==> src/design/srfo_pkg.sv <==
package srfo_pkg;

    localparam int MAX_SECTIONS = 16;
    localparam int IDX_W        = (MAX_SECTIONS > 1) ? $clog2(MAX_SECTIONS) : 1;
    localparam int CMP_W        = 8;
    localparam int SLOT_W       = 4;
    localparam int COUNT_W      = 5;
    localparam int ADDR_W       = 32;
    localparam int CFG_IDX_W    = 2;

    localparam logic CMD_TRANSLATE = 1'b0;
    localparam logic CMD_LOAD      = 1'b1;

    localparam logic [CFG_IDX_W-1:0] CFG_HEADER_SIZE       = 2'd0;
    localparam logic [CFG_IDX_W-1:0] CFG_SECTION_ALIGNMENT = 2'd1;
    localparam logic [CFG_IDX_W-1:0] CFG_FILE_ALIGNMENT    = 2'd2;
    localparam logic [CFG_IDX_W-1:0] CFG_SECTION_COUNT     = 2'd3;

    localparam logic [ADDR_W-1:0] RESET_HEADER_SIZE       = 32'd0;
    localparam logic [ADDR_W-1:0] RESET_SECTION_ALIGNMENT = 32'd4096;
    localparam logic [ADDR_W-1:0] RESET_FILE_ALIGNMENT    = 32'd512;
    localparam logic [COUNT_W-1:0] RESET_SECTION_COUNT    = 5'd0;

    typedef struct packed {
        logic              cmd;
        logic [ADDR_W-1:0] rva;
        logic [SLOT_W-1:0] slot;
        logic [ADDR_W-1:0] start;
        logic [ADDR_W-1:0] length;
        logic [ADDR_W-1:0] raw;
        logic              found;
        logic [ADDR_W-1:0] result;
    } word_t;

endpackage

==> src/design/srfo_cell.sv <==
module srfo_cell (
    input  logic                           clk,
    input  logic                           rst_n,
    input  logic [srfo_pkg::IDX_W-1:0]     cell_idx,
    input  logic [srfo_pkg::COUNT_W-1:0]   section_count,
    input  logic                           in_valid,
    input  srfo_pkg::word_t                in_word,
    output logic                           out_valid,
    output srfo_pkg::word_t                out_word
);

    logic [srfo_pkg::ADDR_W-1:0] start_reg;
    logic [srfo_pkg::ADDR_W-1:0] length_reg;
    logic [srfo_pkg::ADDR_W-1:0] raw_reg;

    logic                        valid_reg;
    srfo_pkg::word_t             word_reg;
    srfo_pkg::word_t             word_next;

    logic                        slot_hit;
    logic                        active;
    logic [srfo_pkg::ADDR_W-1:0] end_addr;
    logic                        in_range;

    assign slot_hit = (srfo_pkg::CMP_W'(in_word.slot) == srfo_pkg::CMP_W'(cell_idx));
    assign active   = (srfo_pkg::CMP_W'(cell_idx) < srfo_pkg::CMP_W'(section_count));
    assign end_addr = start_reg + length_reg;
    assign in_range = (in_word.rva >= start_reg) && (in_word.rva < end_addr);

    always_comb
    begin
        word_next = in_word;
        if (in_word.cmd == srfo_pkg::CMD_TRANSLATE && !in_word.found && active && in_range)
        begin
            word_next.found  = 1'b1;
            word_next.result = raw_reg + in_word.rva - start_reg;
        end
    end

    // hold the table entry; write it when a load for this slot passes
    always_ff @(posedge clk)
    begin
        if (in_valid && in_word.cmd == srfo_pkg::CMD_LOAD && slot_hit)
        begin
            start_reg  <= in_word.start;
            length_reg <= in_word.length;
            raw_reg    <= in_word.raw;
        end
    end

    always_ff @(posedge clk or negedge rst_n)
    begin
        if (!rst_n)
        begin
            valid_reg <= 1'b0;
        end
        else
        begin
            valid_reg <= in_valid;
        end
    end

    always_ff @(posedge clk)
    begin
        word_reg <= word_next;
    end

    assign out_valid = valid_reg;
    assign out_word  = word_reg;

endmodule

==> config.mk <==
export PLATFORM = sky130hd
export DESIGN_NAME = srfo_cell
export DESIGN_NICKNAME = d
export VERILOG_FILES = /design/src/design/srfo_pkg.sv /design/src/design/srfo_cell.sv
export SDC_FILE = /design/constraint.sdc
export NUM_CORES = 1
export LEC_CHECK = 0
export ABC_CLOCK_PERIOD_IN_PS = 4400
export BUFFER_PORTS_ARGS = -buffer_cell sky130_fd_sc_hd__buf_2
export CORE_MARGIN = 8
export CORE_UTILIZATION = 30
export CTS_BUF_LIST = sky130_fd_sc_hd__clkbuf_4 sky130_fd_sc_hd__clkbuf_8
export DETAILED_ROUTE_END_ITERATION = 6
export PLACE_DENSITY = 0.65
export SYNTH_ARGS = -nofsm -noshare
export SYNTH_HDL_FRONTEND = slang
export SYNTH_SLANG_ARGS = --single-unit
==> constraint.sdc <==
create_clock -name clk -period 4.4 [get_ports clk]
set_input_delay 0.22 -clock clk [delete_from_list [all_inputs] [get_ports clk]]
set_output_delay 0.22 -clock clk [all_outputs]
set_load 0.02 [all_outputs]
==> out/metrics.csv, run 1 <==
stage;metric;value;unit
floorplanning;# rows;74;
drt;Pre-Repair DR Iteration Count;5;
global_routing;global-route wire length before repair;61.8;mm
place;HPWL after DPL;31.2;mm
outcome;status;finished, violations left;
logic_synthesis;Post-synth ARST share;0.00380;
critical_path;worst path buffer plus inverter count;2;
global_routing;vias in the first global route;11300;
final_layout;area delta synth->final;50.8;%
global_routing;residual overflow from global routing;0;
sta;Worst slew margin;0.157;
floorplanning;Die Y;220;µm
final_layout;register area;6230;µm²
clock_tree;CTS tree;yes;
logic_synthesis;syn nets;1456;
critical_path;startpoint type of the worst setup path;flop;
worst_hold_path;hold_sp;cell_idx[0];
drt;DR iter-0 viols;497;
power_and_ir_drop;Leak Pwr;9.01;nW
place;IO Port Bufs;344;
power_and_ir_drop;switching part of the total power;0.269;
floorplanning;DIE WIDTH;220;µm
critical_path;slowest stage cell, crit path;or4_4;
sta;final worst slack;-0.348;ns
sta;highest clock rate;211;MHz
clock_tree;Clock Pin Slew Worst Setup and Hold Paths;0.07;ns
global_routing;initial antenna violation count;0;
power_and_ir_drop;pwr dens;342;nW/µm²
sta;min cycle time layout;4.75;ns
clock_tree;TritonCTS sink count;263;
power_and_ir_drop;NetSw;1.73;mW
critical_path;Crit. End Element;flop;
logic_synthesis;Mapped Area;12500;µm²
final_layout;post-layout util;0.459;
final_layout;Largest register FFs;166;
final_layout;most common cell after layout, fill and taps aside;buf_2;
floorplanning;die area;48300;µm²
worst_hold_path;Hold WC Path Type;primary input to flop;
drt;drt via density;4.47;
power_and_ir_drop;Sequential Power Share;0.414;
critical_path;arrival time worst endpoint;5.23;ns
sta;Final setup viols;32;
critical_path;R2R setup slack;-0.35;ns
global_routing;gr usage total;0.165;
sta;Final Cycle Share;1.08;
run;number of max-cap violations;0;
floorplanning;core area;40900;µm²
logic_synthesis;Post-Synthesis Cells;1117;
power_and_ir_drop;Worst IR Drop VDD;252;µV
clock_tree;# H-tree levels;2;
sta;Slew Viols, Final;0;
critical_path;slowest stage delay, CP;0.51;ns
power_and_ir_drop;Clock power frac;0.392;
clock_tree;Longest Clk Path Bufs;3;
critical_path;critical path startpoint;start_reg[0];
sta;unrepaired setup endpoints after global routing;true;
final_layout;fillcell total;3723;
critical_path;worst-path cell chain;ha_2 > buf_6 > a211oi_2 > o21bai_2 > o311ai_1 > buf_4 > a21oi_4 > o21ba_4 > a31o_1 > or4_4 > nand3_4 > ha_4 > nand4_1 > nor4_2 > nand2_1 > nand3_1 > or4_4 > or3_4 > a221o_1 > o32a_1;
critical_path;CP Max Fanout;4;
logic_synthesis;post-synthesis cell type count;69;
drt;detailed-route wire length;40.9;mm
critical_path;critical path class;flop to flop;
critical_path;worst endpoint required time;4.88;ns
drt;Final ANT Viol Nets;0;
floorplanning;initial core utilization;0.305;
logic_synthesis;Synth Register Bits;263;
place;GP Congestion;0.860;
critical_path;cell mode on critical path;or4_4;
critical_path;cell family with most CP delay;simple AND/OR/NAND/NOR gates;
critical_path;RR Startpoint;start_reg[0];
drt;DR WL/cell;17.5;µm
sta;Fin Clk Skew;0.0379;ns
clock_tree;Clk Latency, worst-skew pair;0.61;ns
global_routing;pin count of the biggest net entering global routing;47;
logic_synthesis;syn_area_per_cell;11.2;µm²
sta;WHS;0.228;ns
final_layout;Inserted Diodes;0;
final_layout;commonest cells after routing, fill and taps aside;344 x buf_2, 175 x inv_1, 169 x dlygate4sd3_1, 166 x dfxtp_1, 121 x ha_1;
clock_tree;Num CTS Buffers;44;
drt;Post-route DRC;0;
outcome;violated checks;setup timing;
logic_synthesis;synth warn;0;
sta;worst slew pin tran;1.26;ns
sta;Fin. Hold Viols;0;
final_layout;multi-input logic area;5920;µm²
logic_synthesis;sequential fraction of the synthesis area;0.500;
logic_synthesis;main flop type after synthesis;dfxtp_1;
floorplanning;IO Count;345;
clock_tree;clk root buf;clkbuf_8;
power_and_ir_drop;combinational share of power;0.193;
sta;setup tns final;-6.57;ns
logic_synthesis;EDFF count, synth;96;
power_and_ir_drop;Internal;4.70;mW
final_layout;layout cell share with drive strength beyond 1;0.332;
drt;via count;10400;
final_layout;Nets;2109;
==> final timing paths <==
check                      cells past startpoint           end
max                                           20  out_word[31]
min                                            3   raw_reg[26]
max reg2reg                                   20  out_word[31]
min reg2reg                                    4   out_word[1]
max in group asynchronous                      3     out_valid
min in group asynchronous                      3     out_valid
==> stage by stage <==
stage / cells / area (µm²) / setup WS [ns] / power, mW
2_1_floorplan: 1117 / 12600 / -0.193 / 3.36
3_3_place_gp: 2073 / 15600 / -0.560 / 3.78
3_5_place_dp: 2073 / 15600 / -0.641 / 3.80
4_1_cts: 2333 / 18700 / -0.321 / 6.49
5_1_grt: 2336 / 18800 / -0.444 / 6.74
6_report: 2336 / 18800 / -0.348 / 6.43
==> repair_timing <==
action | 4_1_cts | 5_1_grt
endpoints found under the setup margin | 33 | 33
hold buffers | 169 | 0
resized for setup | 41 | 21
buffers inserted | 8 | 5
hold endpoints to repair | 264 | 0
pin swaps | 27 | 19
gates cloned | 3 | 0
==> layout make-up <==
class | count | share of cell area
Sequential cell | 263 | 0.331
Multi-Input combinational cell | 667 | 0.315
Timing Repair Buffer | 617 | 0.229
Clock buffer | 63 | 0.0418
Tap cell | 532 | 0.0354
Inverter | 177 | 0.0353
Clock inverter | 17 | 0.0127
==> cells in the mapped netlist, types with 3 or more instances <==
master	count	area, µm²
nor2_1	37	139
o2111ai_1	5	43.8
a221oi_1	3	26.3
o21a_1	7	52.6
inv_1	176	661
a31o_2	4	35.0
dfxtp_1	166	3320
o211ai_1	6	45.0
o21ai_1	9	45.0
nand2b_1	6	37.5
nor4_1	5	31.3
nand3_1	18	90.1
a211o_1	5	43.8
a221o_1	3	30.0
nor2b_1	9	56.3
o22ai_1	3	18.8
nand4_1	12	75.1
a31oi_1	5	31.3
and2_1	3	18.8
clkbuf_1	7	26.3
a21oi_1	75	375
a211oi_1	12	90.1
ha_1	129	1610
nand2_1	55	206
and4_1	5	43.8
or4_1	3	22.5
xnor2_1	31	272
and3_1	12	75.1
a311oi_1	3	26.3
o31ai_1	10	75.1
edfxtp_1	96	2880
buf_2	3	15.0
o21bai_1	7	52.6
mux2_2	15	169
xor2_1	22	193
nor3_1	10	50.1
mux2_1	5	56.3
o21ai_0	28	140
a21o_1	39	293
fa_1	32	641
==> per-layer routing <==
layer | routed length [µm] | share of wire | track usage | vias to the layer above
met2 | 20100 | 0.49 | 0.282 | 257
met3 | 2010 | 0.049 | 0.0270 | 61
met5 | 0 | 0 | 0 | -
met4 | 1130 | 0.027 | 0.0681 | 0
li1 | - | - | - | 5234
met1 | 17700 | 0.43 | 0.204 | 4894
==> tightest hold or removal path: cells and delay by family <==
| family | cells | cell delay (ns) |
|---|---|---|
| AO/OA/AOI/OAI | 1 | 0.21 |
| buffers and inverters | 2 | 0.18 |
==> cells by family (layout without fill, tap and decap cells) <==
family	count (synthesis)	in the layout	synth area share
compound gates	248	248	0.133
xor+xnor	53	53	0.0372
fa+ha+maj	161	161	0.181
buf+inv	187	874	0.0566
flops	263	263	0.500
mux	21	21	0.0189
simple gates	184	184	0.0738
==> power groups by stage <==
stage	clock network (mW)	logic (mW)	registers, mW
3_5_place_dp	0	1.09	2.71
3_3_place_gp	0	1.07	2.71
4_1_cts	2.59	1.24	2.66
6_report	2.52	1.24	2.66
2_1_floorplan	0	0.527	2.83
5_1_grt	2.70	1.37	2.67
Power figures use the tool's default switching activity.
==> inputs of run 2 (changes only) <==
--- a/config.mk
+++ b/config.mk
@@ -10,8 +10,11 @@
 export CORE_MARGIN = 8
 export CORE_UTILIZATION = 30
 export CTS_BUF_LIST = sky130_fd_sc_hd__clkbuf_4 sky130_fd_sc_hd__clkbuf_8
+export CTS_CLUSTER_SIZE = 28
 export DETAILED_ROUTE_END_ITERATION = 6
 export PLACE_DENSITY = 0.65
+export RECOVER_POWER = 25
+export SKIP_LAST_GASP = 1
 export SYNTH_ARGS = -nofsm -noshare
 export SYNTH_HDL_FRONTEND = slang
 export SYNTH_SLANG_ARGS = --single-unit
==> out/metrics.csv, run 2 (synthesis results as in run 1) <==
stage;metric;value;unit
floorplanning;initial core utilization;0.305;
critical_path;CP Max Fanout;4;
place;GP Congestion;0.860;
outcome;violated checks;setup timing;
global_routing;vias in the first global route;11300;
place;Post-Place Cells;2073;
power_and_ir_drop;Leak Pwr;8.71;nW
final_layout;fin cells;2336;
clock_tree;Clk Latency, worst-skew pair;0.61;ns
sta;Final Cycle Share;1.07;
critical_path;Critical R2R Capture;out_word[31];
final_layout;Largest register FFs;166;
power_and_ir_drop;pwr dens;344;nW/µm²
outcome;status;finished, violations left;
critical_path;R2R setup slack;-0.31;ns
floorplanning;DIE WIDTH;220;µm
drt;Post-route DRC;0;
sta;final worst slack;-0.309;ns
drt;drt via density;4.49;
power_and_ir_drop;Worst IR Drop VDD;248;µV
sta;Final setup viols;32;
final_layout;multi-input logic area;5920;µm²
critical_path;worst path buffer plus inverter count;2;
critical_path;slowest stage cell, crit path;or4_4;
drt;via count;10500;
critical_path;RR Startpoint;start_reg[0];
sta;Fin Clk Skew;0.0344;ns
final_layout;commonest cells after routing, fill and taps aside;237 x buf_2, 175 x inv_1, 169 x dlygate4sd3_1, 166 x dfxtp_1, 121 x ha_1;
drt;Final ANT Viol Nets;0;
floorplanning;IO Count;345;
critical_path;arrival time worst endpoint;5.20;ns
critical_path;worst endpoint required time;4.89;ns
final_layout;fillcell total;3797;
floorplanning;# rows;74;
final_layout;post-layout util;0.456;
clock_tree;clk root buf;clkbuf_8;
drt;DR iter-0 viols;505;
final_layout;area delta synth->final;49.8;%
run;number of max-cap violations;0;
clock_tree;Longest Clk Path Bufs;3;
clock_tree;TritonCTS sink count;263;
critical_path;Crit. End Element;flop;
final_layout;Inserted Diodes;0;
global_routing;residual overflow from global routing;0;
sta;worst slew pin tran;1.28;ns
worst_hold_path;hold path depth;3;
critical_path;cell mode on critical path;or4_4;
critical_path;slowest stage delay, CP;0.51;ns
final_layout;register area;6230;µm²
sta;Slew Viols, Final;0;
critical_path;critical path class;flop to flop;
floorplanning;core area;40900;µm²
sta;unrepaired setup endpoints after global routing;true;
clock_tree;# H-tree levels;2;
clock_tree;CTS tree;yes;
final_layout;layout cell share with drive strength beyond 1;0.273;
drt;DR WL/cell;17.5;µm
global_routing;initial antenna violation count;0;
final_layout;most common cell after layout, fill and taps aside;buf_2;
final_layout;Nets;2109;
critical_path;worst-path cell chain;ha_2 > buf_6 > a211oi_2 > o21bai_2 > o311ai_1 > buf_4 > a21oi_4 > o21ba_4 > a31o_1 > or4_4 > nand3_4 > ha_4 > nand4_1 > nor4_2 > nand2_1 > nand3_1 > or4_4 > or3_4 > a221o_1 > o32a_1;
drt;Pre-Repair DR Iteration Count;5;
floorplanning;die area;48300;µm²
sta;highest clock rate;212;MHz
critical_path;cell family with most CP delay;simple AND/OR/NAND/NOR gates;
global_routing;global-route wire length before repair;61.8;mm
global_routing;gr usage total;0.165;
place;HPWL after DPL;31.2;mm
clock_tree;Clock Pin Slew Worst Setup and Hold Paths;0.07;ns
worst_hold_path;hold endpoint;raw_reg[26];
worst_hold_path;hold_sp;cell_idx[0];
clock_tree;Num CTS Buffers;44;
critical_path;startpoint type of the worst setup path;flop;
global_routing;pin count of the biggest net entering global routing;47;
worst_hold_path;Hold WC Path Type;primary input to flop;
floorplanning;Die Y;220;µm
drt;detailed-route wire length;41.0;mm
critical_path;Worst Reg-to-Reg Cells;20;
place;IO Port Bufs;344;
sta;Worst slew margin;0.146;
sta;min cycle time layout;4.71;ns
sta;Fin. Hold Viols;0;
-- run 2: cell count changes in the layout (fill, tap and decap cells not counted) --
cell,delta
clkbuf_1,+107
buf_2,-107
-- run 2: power breakdown --
group | total (mW) | switching, mW | internal (mW)
registers | 2.66 | 0.0330 | 2.63
clock network | 2.52 | 1.01 | 1.51
logic | 1.23 | 0.688 | 0.542
-- run 2: how the worst max path moves through the flow --
| stage | start | to | slack [ns] | depth (start not counted) |
|---|---|---|---|---|
| finish | start_reg[0] | out_word[31] | -0.31 | 20 |
| global route | start_reg[0] | out_word[31] | -0.44 | 20 |
| CTS | start_reg[0] | out_word[31] | -0.32 | 21 |
| detailed placement | start_reg[0] | out_word[31] | -0.64 | 21 |
| global placement | start_reg[0] | out_word[31] | -0.56 | 21 |
| floorplan | start_reg[14] | out_word[31] | -0.19 | 19 |
-- run 2: area by class of cell --
cell class	instances	area share
Sequential cell	263	0.334
Multi-Input combinational cell	667	0.317
Timing Repair Buffer	617	0.223
Clock buffer	63	0.0421
Tap cell	532	0.0357
Inverter	177	0.0356
Clock inverter	17	0.0128
-- run 2: per-layer routing --
| metal | up-vias | global-route usage | wire (µm) |
|---|---|---|---|
| li1 | 5235 | - | - |
| met1 | 4916 | 0.204 | 17700 |
| met2 | 270 | 0.282 | 20000 |
| met3 | 72 | 0.0270 | 2030 |
| met4 | 0 | 0.0681 | 1240 |
| met5 | - | 0 | 0 |
-- run 2: metrics by stage --
step	worst slack, ns	cell area [µm²]	hold slack (ns)	total power, mW	TNS, ns
finish	-0.309	18700	0.232	6.42	-6.04
floorplan	-0.193	12600	-0.0756	3.36	-1.06
global route	-0.444	18700	0.245	6.73	-10.50
detailed placement	-0.641	15600	-0.00349	3.80	-15.21
global placement	-0.560	15600	-0.00541	3.78	-12.38
CTS	-0.321	18700	0.186	6.49	-6.26
-- run 2: repair_timing --
| item | 4_1_cts | 5_1_grt |
|---|---|---|
| setup buffers | 8 | 5 |
| setup endpoints to repair | 33 | 33 |
| hold buffers | 169 | 0 |
| pin swaps | 27 | 19 |
| gates cloned | 3 | 0 |
| endpoints found under the hold margin | 264 | 0 |
| gates resized for setup | 40 | 22 |
-- run 2: worst reg2reg max path: stages, from the launching register on --
cell and delay [ns]:
edfxtp_1 0.42, ha_2 0.23, buf_6 0.12, a211oi_2 0.22, o21bai_2 0.12, o311ai_1 0.28
buf_4 0.18, a21oi_4 0.06, o21ba_4 0.26, a31o_1 0.20, or4_4 0.43, nand3_4 0.08
ha_4 0.20, nand4_1 0.12, nor4_2 0.06, nand2_1 0.07, nand3_1 0.07, or4_4 0.51
or3_4 0.41, a221o_1 0.27, o32a_1 0.28
==> inputs of run 3 (changes only) <==
--- a/config.mk
+++ b/config.mk
@@ -5,7 +5,7 @@
 export SDC_FILE = /design/constraint.sdc
 export NUM_CORES = 1
 export LEC_CHECK = 0
-export ABC_CLOCK_PERIOD_IN_PS = 4400
+export ABC_CLOCK_PERIOD_IN_PS = 4000
 export BUFFER_PORTS_ARGS = -buffer_cell sky130_fd_sc_hd__buf_2
 export CORE_MARGIN = 8
 export CORE_UTILIZATION = 30
@@ -15,6 +15,7 @@
 export PLACE_DENSITY = 0.65
 export RECOVER_POWER = 25
 export SKIP_LAST_GASP = 1
+export SLEW_MARGIN = 20
 export SYNTH_ARGS = -nofsm -noshare
 export SYNTH_HDL_FRONTEND = slang
 export SYNTH_SLANG_ARGS = --single-unit
==> constraint.sdc (replaced) <==
create_clock -name clk -period 4 [get_ports clk]
set_input_delay 0.2 -clock clk [delete_from_list [all_inputs] [get_ports clk]]
set_output_delay 0.2 -clock clk [all_outputs]
set_load 0.02 [all_outputs]
==> out/metrics.csv, run 3 (synthesis results as in run 1) <==
stage;metric;value;unit
critical_path;arrival time worst endpoint;5.31;ns
outcome;violated checks;setup timing;
global_routing;global-route wire length before repair;61.9;mm
global_routing;initial antenna violation count;2;
drt;DR iter-0 viols;462;
global_routing;residual overflow from global routing;0;
sta;Worst slew margin;0.517;
final_layout;post-layout util;0.461;
power_and_ir_drop;Tot Pwr;7.16;mW
drt;Post-route DRC;0;
floorplanning;core area;40900;µm²
clock_tree;# H-tree levels;2;
critical_path;worst endpoint required time;4.46;ns
floorplanning;initial core utilization;0.305;
sta;Fin Clk Skew;0.0470;ns
global_routing;gr usage total;0.164;
sta;Final setup viols;33;
critical_path;worst-path cell chain;ha_1 > a211oi_2 > o21bai_1 > o311ai_1 > buf_4 > a21oi_4 > o21ba_4 > a31o_1 > or4_4 > nand3_2 > ha_4 > nand4_1 > nor4_2 > nand2_1 > nand3_2 > or4_4 > or3_4 > a221o_1 > o32a_1;
place;GP Congestion;0.867;
critical_path;slowest stage cell, crit path;or4_4;
power_and_ir_drop;NetSw;1.95;mW
floorplanning;IO Count;345;
critical_path;slowest stage delay, CP;0.52;ns
power_and_ir_drop;Clock power frac;0.400;
place;IO Port Bufs;344;
critical_path;Critical R2R Capture;out_word[31];
worst_hold_path;hold path depth;2;
critical_path;critical path class;flop to flop;
power_and_ir_drop;Internal;5.21;mW
place;HPWL after DPL;31.5;mm
floorplanning;Die Y;220;µm
floorplanning;DIE WIDTH;220;µm
final_layout;Largest register FFs;166;
critical_path;cell family with most CP delay;simple AND/OR/NAND/NOR gates;
clock_tree;Longest Clk Path Bufs;3;
sta;WHS;0.265;ns
final_layout;area delta synth->final;51.3;%
critical_path;Crit. End Element;flop;
sta;worst slew pin tran;0.720;ns
drt;DR WL/cell;17.4;µm
power_and_ir_drop;Worst IR Drop VDD;228;µV
outcome;status;finished, violations left;
final_layout;Nets;2148;
floorplanning;die area;48300;µm²
clock_tree;TritonCTS sink count;263;
sta;min cycle time layout;4.84;ns
final_layout;layout cell share with drive strength beyond 1;0.279;
clock_tree;Clk Latency, worst-skew pair;0.60;ns
drt;drt via density;4.47;
place;placed standard-cell area;15800;µm²
power_and_ir_drop;switching part of the total power;0.272;
critical_path;startpoint type of the worst setup path;flop;
critical_path;worst path buffer plus inverter count;1;
final_layout;commonest cells after routing, fill and taps aside;235 x buf_2, 176 x inv_1, 169 x dlygate4sd3_1, 166 x dfxtp_1, 130 x buf_4;
final_layout;most common cell after layout, fill and taps aside;buf_2;
final_layout;register area;6230;µm²
drt;via count;10700;
power_and_ir_drop;combinational share of power;0.191;
drt;Final ANT Viol Nets;0;
power_and_ir_drop;pwr dens;379;nW/µm²
global_routing;vias in the first global route;11300;
worst_hold_path;Hold WC Path Type;primary input to flop;
sta;Final Cycle Share;1.21;
sta;Slew Viols, Final;0;
sta;unrepaired setup endpoints after global routing;true;
critical_path;RR Startpoint;length_reg[1];
worst_hold_path;hold_sp;in_word[43];
clock_tree;Clock Pin Slew Worst Setup and Hold Paths;0.07;ns
power_and_ir_drop;Leak Pwr;8.89;nW
drt;Pre-Repair DR Iteration Count;5;
sta;final worst slack;-0.843;ns
final_layout;multi-input logic area;5800;µm²
global_routing;pin count of the biggest net entering global routing;97;
sta;highest clock rate;206;MHz
run;number of max-cap violations;0;
floorplanning;# rows;74;
drt;detailed-route wire length;41.3;mm
clock_tree;CTS tree;yes;
final_layout;Design Area, Final;18900;µm²
clock_tree;clk root buf;clkbuf_8;
critical_path;R2R setup slack;-0.84;ns
critical_path;Worst Reg-to-Reg Cells;19;
critical_path;CP Max Fanout;3;
sta;Fin. Hold Viols;0;
worst_hold_path;hold endpoint;out_word[43];
power_and_ir_drop;Sequential Power Share;0.409;
final_layout;fillcell total;3836;
clock_tree;Num CTS Buffers;47;
## run 3: changes by cell type in the layout (fill, tap and decap cells not counted), sizes merged
cell      before  now
clkinvlp       0    2
diode          0    3
inv          179  178
clkinv         9   14
clkbuf       170  175
buf          341  373
## run 3: final cells by class
cell class | instances | share of cell area
Tap cell | 532 | 0.0353
Sequential cell | 263 | 0.330
Timing Repair Buffer | 653 | 0.235
Clock buffer | 64 | 0.0427
Antenna cell | 3 | 0.000398
Clock inverter | 23 | 0.0142
Multi-Input combinational cell | 667 | 0.307
Inverter | 177 | 0.0352
## run 3: worst max-delay path by stage
stage / cells after the start / start / to / slack (ns)
final: 19 / length_reg[1] / out_word[31] / -0.84
after global routing: 19 / length_reg[1] / out_word[31] / -1.00
after CTS: 19 / length_reg[1] / out_word[31] / -0.81
after detailed placement: 20 / start_reg[0] / out_word[31] / -0.97
after global placement: 21 / start_reg[0] / out_word[31] / -0.90
after floorplan: 19 / start_reg[14] / out_word[31] / -0.59
## run 3: power by group through the flow
| stage | clock network [mW] | registers (mW) | logic (mW) |
|---|---|---|---|
| after global routing | 3.08 | 2.94 | 1.50 |
| final | 2.86 | 2.93 | 1.37 |
| after global placement | 0 | 2.98 | 1.19 |
| after detailed placement | 0 | 2.98 | 1.21 |
| after CTS | 2.95 | 2.93 | 1.36 |
| after floorplan | 0 | 3.12 | 0.584 |
## run 3: metrics by stage
step,std cells,worst slack (ns),setup TNS [ns]
after floorplan,1117,-0.591,-13.12
after global placement,2100,-0.903,-25.29
after detailed placement,2100,-0.974,-27.97
after CTS,2368,-0.813,-21.59
after global routing,2380,-1.00,-29.89
final,2382,-0.843,-24.16
## run 3: what timing repair did
item	4_1_cts	5_1_grt
hold buffers	169	0
resized for setup	11	22
setup buffers	12	8
endpoints found under the hold margin	264	0
setup endpoints to repair	33	33
pin swaps	13	23
gates cloned	0	3
## run 3: per-layer routing
metal	wire length, µm	GRT usage	vias to the layer above
met5	10	0	-
met4	1330	0.0608	2
met1	17900	0.201	4960
met2	20000	0.282	284
met3	2110	0.0335	80
li1	-	-	5324
